### src/hdl/r256t_pkg.sv
`timescale 1ns / 1ps

package r256t_pkg;

  // Fixed trie geometry: one key byte per level, most significant first
  localparam int KEY_LEVELS = 8;
  localparam int FANOUT     = 256;
  localparam logic [2:0] LEVEL_LAST = 3'(KEY_LEVELS - 1);

  // Operation codes
  localparam logic FUNC_INSERT = 1'b0;
  localparam logic FUNC_LOOKUP = 1'b1;

  // Result status codes
  localparam logic [1:0] ST_OK   = 2'd0;
  localparam logic [1:0] ST_MISS = 2'd1;
  localparam logic [1:0] ST_FULL = 2'd2;

  typedef struct packed {
    logic        func;
    logic [63:0] key;
    logic [63:0] value;
  } in_item_t;

  typedef struct packed {
    logic [1:0]  status;
    logic [63:0] read_value;
  } out_item_t;

  // Controller to datapath commands
  typedef struct packed {
    logic       accept;
    logic       clear;
    logic       walk;
    logic       leaf;
    logic       load_out;
    logic [2:0] level;
  } ctrl_cmd_t;

  // Datapath to controller status
  typedef struct packed {
    logic clear_last;
    logic step_ok;
    logic is_lookup;
    logic out_free;
  } dp_sts_t;

  // Key byte for a level, level 0 is the most significant byte
  function automatic logic [7:0] key_octet(input logic [63:0] key, input logic [2:0] lvl);
    key_octet = key[{~lvl, 3'b000} +: 8];
  endfunction

endpackage

### src/hdl/r256t_ctrl.sv
`timescale 1ns / 1ps

module r256t_ctrl (
  input  logic                clk,
  input  logic                rst_n,
  input  logic                in_valid,
  output logic                in_ready,
  input  r256t_pkg::dp_sts_t  sts,
  output r256t_pkg::ctrl_cmd_t cmd
);

  typedef enum logic [4:0] {
    S_CLEAR = 5'b00001,
    S_IDLE  = 5'b00010,
    S_WALK  = 5'b00100,
    S_LEAF  = 5'b01000,
    S_RESP  = 5'b10000
  } state_t;

  state_t     state_r, state_nxt;
  logic [2:0] level_r, level_nxt;
  logic       accept;

  assign in_ready = (state_r == S_IDLE);
  assign accept   = in_valid & in_ready;

  // One operation: walk the levels, read a lookup's leaf, hand off the result
  always_comb begin
    state_nxt    = state_r;
    level_nxt    = level_r;
    cmd          = '0;
    cmd.level    = level_r;
    cmd.accept   = accept;
    case (state_r)
      S_CLEAR: begin
        cmd.clear = 1'b1;
        if (sts.clear_last) state_nxt = S_IDLE;
      end
      S_IDLE: begin
        if (accept) begin
          level_nxt = 3'd0;
          state_nxt = S_WALK;
        end
      end
      S_WALK: begin
        cmd.walk = 1'b1;
        if (!sts.step_ok) begin
          state_nxt = S_RESP;
        end else if (level_r == r256t_pkg::LEVEL_LAST) begin
          state_nxt = sts.is_lookup ? S_LEAF : S_RESP;
        end else begin
          level_nxt = level_r + 3'd1;
        end
      end
      S_LEAF: begin
        cmd.leaf  = 1'b1;
        state_nxt = S_RESP;
      end
      S_RESP: begin
        if (sts.out_free) begin
          cmd.load_out = 1'b1;
          state_nxt    = S_IDLE;
        end
      end
      default: state_nxt = S_CLEAR;
    endcase
  end

  always_ff @(posedge clk) begin
    if (!rst_n) begin
      state_r <= S_CLEAR;
      level_r <= 3'd0;
    end else begin
      state_r <= state_nxt;
      level_r <= level_nxt;
    end
  end

endmodule

### config.mk
export PLATFORM = sky130hd
export DESIGN_NAME = r256t_ctrl
export DESIGN_NICKNAME = d
export VERILOG_FILES = /design/src/hdl/r256t_pkg.sv /design/src/hdl/r256t_ctrl.sv
export SDC_FILE = /design/constraint.sdc
export NUM_CORES = 1
export LEC_CHECK = 0
export ABC_AREA = 1
export BUFFER_PORTS_ARGS = -buffer_cell sky130_fd_sc_hd__buf_2
export CAP_MARGIN = 25
export CORE_AREA = 2 2 39 41
export DETAILED_ROUTE_END_ITERATION = 12
export DIE_AREA = 0 0 41 43
export PLACE_DENSITY_LB_ADDON = 0.05
export SYNTH_ARGS = -nofsm -noshare
export SYNTH_HDL_FRONTEND = slang
export SYNTH_SLANG_ARGS = --single-unit
export TNS_END_PERCENT = 1
### constraint.sdc
create_clock -name clk -period 1.25 [get_ports clk]
set_clock_uncertainty 0.1 [all_clocks]
set_input_delay 0.125 -clock clk [delete_from_list [all_inputs] [get_ports clk]]
set_output_delay 0.125 -clock clk [all_outputs]
set_load 0.005 [all_outputs]
== Word-level counts from Yosys, hierarchy flattened ==
Cells that the tools add are included.
Widths: inputs -> output; s select.

* Flip-flop bits (word level): 8
* Input port bits: 7
* Output and inout port bits: 9
* Word-level logic and storage cells: 35

* $add $sub $neg: 1
* Equal/unequal tests: 12
* Multiplexer cells: 16
* Bitwise operators: 1
* Reductions and logical operators: 3

{| class="wikitable"
|+ Operators by type and width
! cell !! count
|-
| $mux 5 || 6
|-
| $pmux 5 s5 || 1
|-
| $mux 3 || 3
|-
| $ne 2x2->1 const B || 4
|-
| $reduce_and 4->1 || 2
|-
| $pmux 3 s2 || 1
|-
| $eq 5x1->1 const B || 1
|-
| $eq 5x2->1 const B || 1
|-
| $eq 5x3->1 const B || 1
|-
| $eq 5x4->1 const B || 1
|-
| $eq 5x5->1 const B || 1
|-
| $mux 1 || 5
|-
| $add 3x1->3 const B || 1
|-
| $eq 3x3->1 const B || 1
|-
| $ne 3x3->1 const B || 1
|-
| $ne 2x1->1 const B || 1
|-
| $reduce_bool 2->1 || 1
|-
| $and 1x1->1 || 1
|}

== Logic depth before layout (Yosys ltp) ==
Gate-level depths: netlist of the first run.

* Depth in word-level cells: 4
* Depth in mapped cells: 8
* Mapped depth without buffers: 8

== Least setup slack after synthesis of the first run ==
No wires, ideal clock.

* Kind: register to register
* Start: register level_r[0]
* End: register level_r[0]
* Library setup time: 0.116 ns
* Data arrival time: 1.142 ns
* Required time: 1.034 ns
* Setup slack: -0.108 ns
* Cell stages (with the launch flop): 9
* Path buffers: 0
* Clock period less this slack: 1.358 ns
* Path through: dfxtp_1 > ha_1 > ha_1 > nor2_1 > nand3_2 > nand2_2 > inv_2 > nor2_1 > nor2_1

* Longest elaborated chain between the ends: 4
* Elaborated cells between the ends (all ways): 7
* Classes of those cells: add/sub: 1; eq/ne: 2; mux: 3; reduce/logical: 1

{| class="wikitable"
|+ RTL lines
! what !! line !! source
|-
| start: declaration || r256t_ctrl.sv:21 || <nowiki>logic [2:0] level_r, level_nxt;</nowiki>
|-
| start signal: assignment || r256t_ctrl.sv:75 || <nowiki>level_r <= level_nxt;</nowiki>
|-
| $add 3x1->3 || r256t_ctrl.sv:52 || <nowiki>level_nxt = level_r + 3'd1;</nowiki>
|-
| $mux 3 || r256t_ctrl.sv:49 || <nowiki>end else if (level_r == r256t_pkg::LEVEL_LAST) begin</nowiki>
|-
| $mux 3 || r256t_ctrl.sv:47 || <nowiki>if (!sts.step_ok) begin</nowiki>
|-
| $pmux 3 s2 || r256t_ctrl.sv:34 || <nowiki>case (state_r)</nowiki>
|}

Several ways; a longest one is shown, not always the timed one. The select of a mux whose other input is x is not followed.
A chain may end at the register's enable or synchronous reset.

== Worst setup path after layout of the first run ==
* Start: register level_r[0]
* End: register level_r[1]

The elaborated chain is that of the path after synthesis.

==> out/metrics.cfg, run 1 <==
[routing]
drt-initial-drc-count=7
first_pass_iters=3
routedWlPerCell_um=10.5
vias_per_cell=4.59
final_antenna_net_count=0
drt-total-wl_um=1190
drc=0
vias=523

[yosys]
synth-compound-area-share=0.0620
synthMostInstantiatedCell=inv_1
synth_xor_area_frac=0
ys.flop_type=dfxtp_1
ys_types=17
synth_nets=82
synth_commonest_cells=inv_1 (13), nand2_1 (9), nor2_1 (9), dfxtp_1 (8), nand3_1 (8)
netlist_instances=73
synth_mux_area_frac=0
yosysWarningCount=0
async_reset_ff_frac=0
synth_edf_count=0
synth_area_leaders=dfxtp_1 (33%), inv_1 (10%), nand3_1 (8.3%)
yosysTopAreaCell=dfxtp_1
syn_avg_cell_area_um2=6.63
synth_fa_ha_area_frac=0.0517
synth_seq_cells=8
synth_top_family_by_area=simple AND/OR/NAND/NOR gates
yosys.area_share.simple=0.408
synth_top_area_frac=0.331
syn_area_um2=484
ys_seq_area_frac=0.331

[timing]
tns_ns=-0.642
rsz0062_at_grt=true
slew_violations=0
max_freq_mhz=749
hold_viol_final=0
setup_viol=12
relSlewSlack=0.869
worst_pin_slew_ns=0.196
fin_crit_ns=1.34
fin_ws_ns=-0.0857
period_share=1.07

[clock_tree]
cts_tree=built
cts_max_level=1
numCtsBuffers=3
numClockSinks=8
clock_latency_ns=0.25
cts_root_buf=clkbuf_4
path_clk_slew_ns=0.05
cts_max_path_buffers=2

[power]
clkPwrFrac=0.273
sw_frac_of_total=0.319
p_per_area_mw_per_mm2=971
netSwitchingPower_w=0.000224
p_leak_nw=0.401
combPwrFrac=0.292
ir_drop_v=0.000543
internal-power_w=0.000479
total_power_w=0.000703
p_seq_frac=0.434

[worst_setup_path]
max_stage_delay_ns=0.33
crit_slowest_cell=dfxtp_2
crit_required_ns=1.28
worst-setup-path-type=flip-flop to flip-flop
arrival_ns=1.37
cp-start-kind=flip-flop
cp_cell_sequence=ha_4 > ha_4 > nor2_2 > nand3_2 > nand2_4 > inv_2 > nand2_1 > a21oi_2
path_max_fanout=4
end_kind=flip-flop
cpMostUsedCell=ha_4

[global_routing]
grt_max_degree=8
grt_pass1_vias=503
grt_overflow=0
grt.total_usage=0.178
antenna_found_initial=0
grt_pass1_wl_um=2040

[floorplanning]
start_util=0.350
coreArea_mm2=0.00138
rows=14
die_h_um=43
io_pins=16
die-area_mm2=0.00176
die_x_um=41

[place]
routabilityCongestion=0.761
pre_cts_slack_ns=-0.0934
port_buffers=15
dp_hpwl_um=876

[run_status]
status=finished with violations
failed_checks=negative setup slack

[run]
drv_cap=0

[finish]
nNetsFinal=109
regArea_um2=168
area_delta_synth_final_pct=49.4
layout-drive-gt1-share=0.520
final.fill_count=159
multi_input_area_um2=304
diodes=0

[min_path]
hold_class=input pin to flip-flop

final timing paths:
kind / start / end / slack [ns] / cells past startpoint
setup reg to reg: level_r[0] / level_r[1] / -0.09 / 8
setup / recovery: level_r[0] / level_r[1] / -0.09 / 8
hold reg to reg: level_r[2] / level_r[2] / 0.43 / 2
hold / removal: in_valid / state_r[1] / 0.11 / 4
sequential cells by signal, indices dropped and copies added, names as in the netlist:
name and cells:
level_r 3, state_r 5
metrics by stage:
stage / instance area [µm²] / hold slack (ns) / util / instances
after floorplan: 490 / 0.109 / - / 73
after global placement: 593 / 0.269 / 0.429 / 105
after detailed placement: 593 / 0.261 / 0.429 / 105
after CTS: 711 / 0.0953 / 0.514 / 114
after global routing: 723 / 0.112 / 0.523 / 114
final: 723 / 0.108 / 0.523 / 114
cells by family after synthesis:
group	after synthesis
buffers and inverters	18
adder cells (fa/ha/maj)	2
flip-flops	8
AND/OR/NAND/NOR	39
AO/OA/AOI/OAI	6
routing by layer:
layer / track usage / wire length (µm) / up-vias
li1: - / - / 281
met1: 0.205 / 490 / 230
met2: 0.269 / 630 / 12
met3: 0.0524 / 71 / 0
met4: 0.120 / 0 / 0
met5: 0 / 0 / -
power groups by stage:
stage                     sequential [W]  clock, W  combinational [W]
after floorplan                 0.000298         0           0.000123
after global placement          0.000299         0           0.000179
after detailed placement        0.000300         0           0.000177
after CTS                       0.000305  0.000201           0.000200
after global routing            0.000308  0.000225           0.000236
final                           0.000305  0.000192           0.000205
final cells by class:
cell class              count  share of cell area
clock buffers               3              0.0311
inverters                  17              0.0900
multi-input cells          47               0.420
flip-flops and latches      8               0.232
well taps                  16              0.0277
repair buffers             23               0.199
worst max-delay path: cells and delay by family (launching register included):
kind	cells	cell delay (ns)
buf+inv	1	0.05
compound gates	1	0.06
simple gates	4	0.37
flops	1	0.33
fa+ha+maj	2	0.31
cells in the final DEF (no fill, tap or decap), types with 2 or more instances in the layout:
| cell type | count |
|---|---|
| dfxtp_2 | 6 |
| nor2_1 | 7 |
| buf_2 | 14 |
| clkbuf_4 | 3 |
| a21oi_1 | 3 |
| nand2_2 | 2 |
| nor2_2 | 5 |
| nand4_1 | 5 |
| inv_1 | 12 |
| nor2_4 | 2 |
| dfxtp_1 | 2 |
| inv_2 | 4 |
| nand3_2 | 2 |
| nand3_1 | 7 |
| buf_4 | 7 |
| nand2_1 | 8 |
| ha_4 | 2 |
repair_timing:
item / CTS / global route
hold endpoints to repair: 1 / 0
buffers inserted: 5 / 0
resized for setup: 14 / 3
pin swaps: 9 / 3
setup endpoints to repair: 13 / 14
hold buffers: 1 / 0
Note: power is estimated with default switching activity, not from simulation.
==> run 2: changes to the inputs <==
--- a/config.mk
+++ b/config.mk
@@ -11,6 +11,7 @@
 export CORE_AREA = 2 2 39 41
 export DETAILED_ROUTE_END_ITERATION = 12
 export DIE_AREA = 0 0 41 43
+export HOLD_SLACK_MARGIN = 0.05
 export PLACE_DENSITY_LB_ADDON = 0.05
 export SYNTH_ARGS = -nofsm -noshare
 export SYNTH_HDL_FRONTEND = slang
==> constraint.sdc (replaced) <==
create_clock -name clk -period 1.25 [get_ports clk]
set_clock_uncertainty 0.1 [all_clocks]
set_input_delay 0.125 -clock clk [delete_from_list [all_inputs] [get_ports clk]]
set_output_delay 0.125 -clock clk [all_outputs]
set_load 0.05 [all_outputs]
==> run 2 against run 1 <==
Net effect: clock power rose by 9%; the run still ends with negative setup slack left; hold slack improved by 0.0087 ns; critical endpoint is now cmd[7]; register-to-register slack improved by 0.03 ns; sequential power barely moved; fmax fell by 5.1%; highest routed layer is now met4; sequential share of layout area fell by 1.8 points; first-iteration DRC count rose by 14%; core utilization rose by 7.2 points; total power rose by 24%.
==> out/metrics.cfg, run 2 (synthesis results as in run 1) <==
[run_status]
status=finished with violations
failed_checks=negative setup slack

[finish]
nNetsFinal=110  ; +0.92%
top_register=state_r
final_area_um2=823  ; +14%
reg_top3=state_r x5, level_r x3
area_delta_synth_final_pct=70.0
diodes=0  ; unchanged
largest_reg_flops=5  ; unchanged
fin_cells=116  ; +1.8%
layout-drive-gt1-share=0.600  ; +0.0796
layout_common_cells=inv_1 (9), buf_2 (9), nand2_1 (7), buf_4 (7)

[run]
drv_cap=0  ; unchanged

[routing]
vias=549  ; +5.0%
routedWlPerCell_um=10.3  ; -2.0%
drt-total-wl_um=1190  ; -0.25%
first_pass_iters=5  ; +2
drt-initial-drc-count=8  ; +1
drc=0  ; unchanged
vias_per_cell=4.73  ; +3.2%
final_antenna_net_count=0  ; unchanged

[min_path]
hold_class=input pin to flip-flop
worstHoldEndpoint=state_r[1]
hold_start=in_valid
holdPathStages=4  ; unchanged

[clock_tree]
clock_latency_ns=0.25  ; about the same
numClockSinks=8  ; unchanged
cts_max_path_buffers=2  ; unchanged
cts_root_buf=clkbuf_4
cts_max_level=1  ; unchanged
path_clk_slew_ns=0.06  ; about the same
numCtsBuffers=3  ; unchanged
cts_tree=built

[timing]
setup_viol=12  ; unchanged
slew_violations=0  ; unchanged
fin_crit_ns=1.41  ; +0.0721 ns
hold_viol_final=0  ; unchanged
fin_hold_ws_ns=0.117  ; +0.00868 ns
fin_ws_ns=-0.158  ; -0.0721 ns
relSlewSlack=0.834  ; -0.0349
worst_pin_slew_ns=0.250  ; +0.0543 ns
period_share=1.13  ; +0.0577
max_freq_mhz=710  ; -5.1%
rsz0062_at_grt=true

[floorplanning]
die-area_mm2=0.00176  ; unchanged
die_h_um=43  ; unchanged
coreArea_mm2=0.00138  ; unchanged
die_x_um=41  ; unchanged
rows=14  ; unchanged
start_util=0.350  ; unchanged
io_pins=16  ; unchanged

[worst_setup_path]
path_max_fanout=3  ; -1
crit_required_ns=1.02  ; -0.26 ns
r2r_end=level_r[0]
r2r_slack_ns=-0.06  ; +0.03 ns
end_kind=output pin
regToRegStartpoint=level_r[0]
worst-setup-path-type=flip-flop to output pin
cp-start-kind=flip-flop
arrival_ns=1.18  ; -0.19 ns
r2r_cells=8  ; unchanged

[place]
dp_hpwl_um=931  ; +6.4%
pre_cts_slack_ns=-0.0669  ; +0.0265 ns
port_buffers=15  ; unchanged
routabilityCongestion=0.687  ; -9.7%
dpl.cell_count=109  ; +3.8%
place_area_um2=661  ; +11%

[global_routing]
grt_pass1_wl_um=1990  ; -2.4%
grt_pass1_vias=518  ; +3.0%
grt_max_degree=8  ; unchanged
grt_overflow=0  ; unchanged
antenna_found_initial=0  ; unchanged
grt.total_usage=0.168  ; -0.0101

[power]
ir_drop_v=0.000622  ; +15%
p_leak_nw=0.411  ; +2.6%
p_per_area_mw_per_mm2=1060  ; +9.0%

==> run 2: metal layers <==
| metal | share of wire | vias to the layer above | global-route usage |
|---|---|---|---|
| li1 | - | 287 | - |
| met1 | 0.42 | 247 | 0.182 |
| met2 | 0.53 | 13 | 0.281 |
| met3 | 0.041 | 2 | 0.0314 |
| met4 | 0.0067 | 0 | 0.100 |
| met5 | 0 | - | 0 |
==> run 2: how the worst max path moves through the flow <==
stage | start | to | slack (ns)
floorplan | level_r[1] | level_r[0] | -0.1
global placement | state_r[1] | cmd[4] | -0.06
detailed placement | level_r[0] | level_r[0] | -0.07
CTS | state_r[0] | cmd[7] | -0.17
global route | state_r[0] | cmd[6] | -0.25
finish | state_r[0] | cmd[7] | -0.16
==> run 2: area by class of cell <==
cell class                 count  area, µm²
multi-input combinational     47        328
clock buffer                   4       26.3
sequential                     8        176
inverter                      17       75.1
timing repair buffer          24        198
fill                         139        561
tap                           16       20.0
==> run 2: repair_timing <==
action | 4_1_cts | 5_1_grt
pin swaps | 3 | 6
hold buffers | 1 | 0
setup buffers | 2 | 0
endpoints found under the hold margin | 1 | 0
endpoints found under the setup margin | 13 | 14
resized for setup | 27 | 10
==> run 2: where the power goes <==
group	total [W]	internal [W]	switching, W
clock network	0.000209	0.000122	0.0000872
registers	0.000304	0.000278	0.0000260
logic	0.000358	0.000145	0.000213
total	0.000872	0.000546	0.000326
==> run 2: critical path, stage by stage (launching register included) <==
cell and delay [ns]:
dfxtp_2 0.33, buf_6 0.12, nor2_4 0.09, nand4_1 0.14, inv_1 0.10, buf_6 0.15
==> run 2: through the flow <==
step	total power [W]	TNS (ns)	utilization
3_5_place_dp	0.000569	-0.277	0.477
4_1_cts	0.000852	-1.11	0.572
5_1_grt	0.000937	-2.12	0.595
2_1_floorplan	0.000491	-0.489	-
3_3_place_gp	0.000569	-0.254	0.477
6_report	0.000872	-1.02	0.595
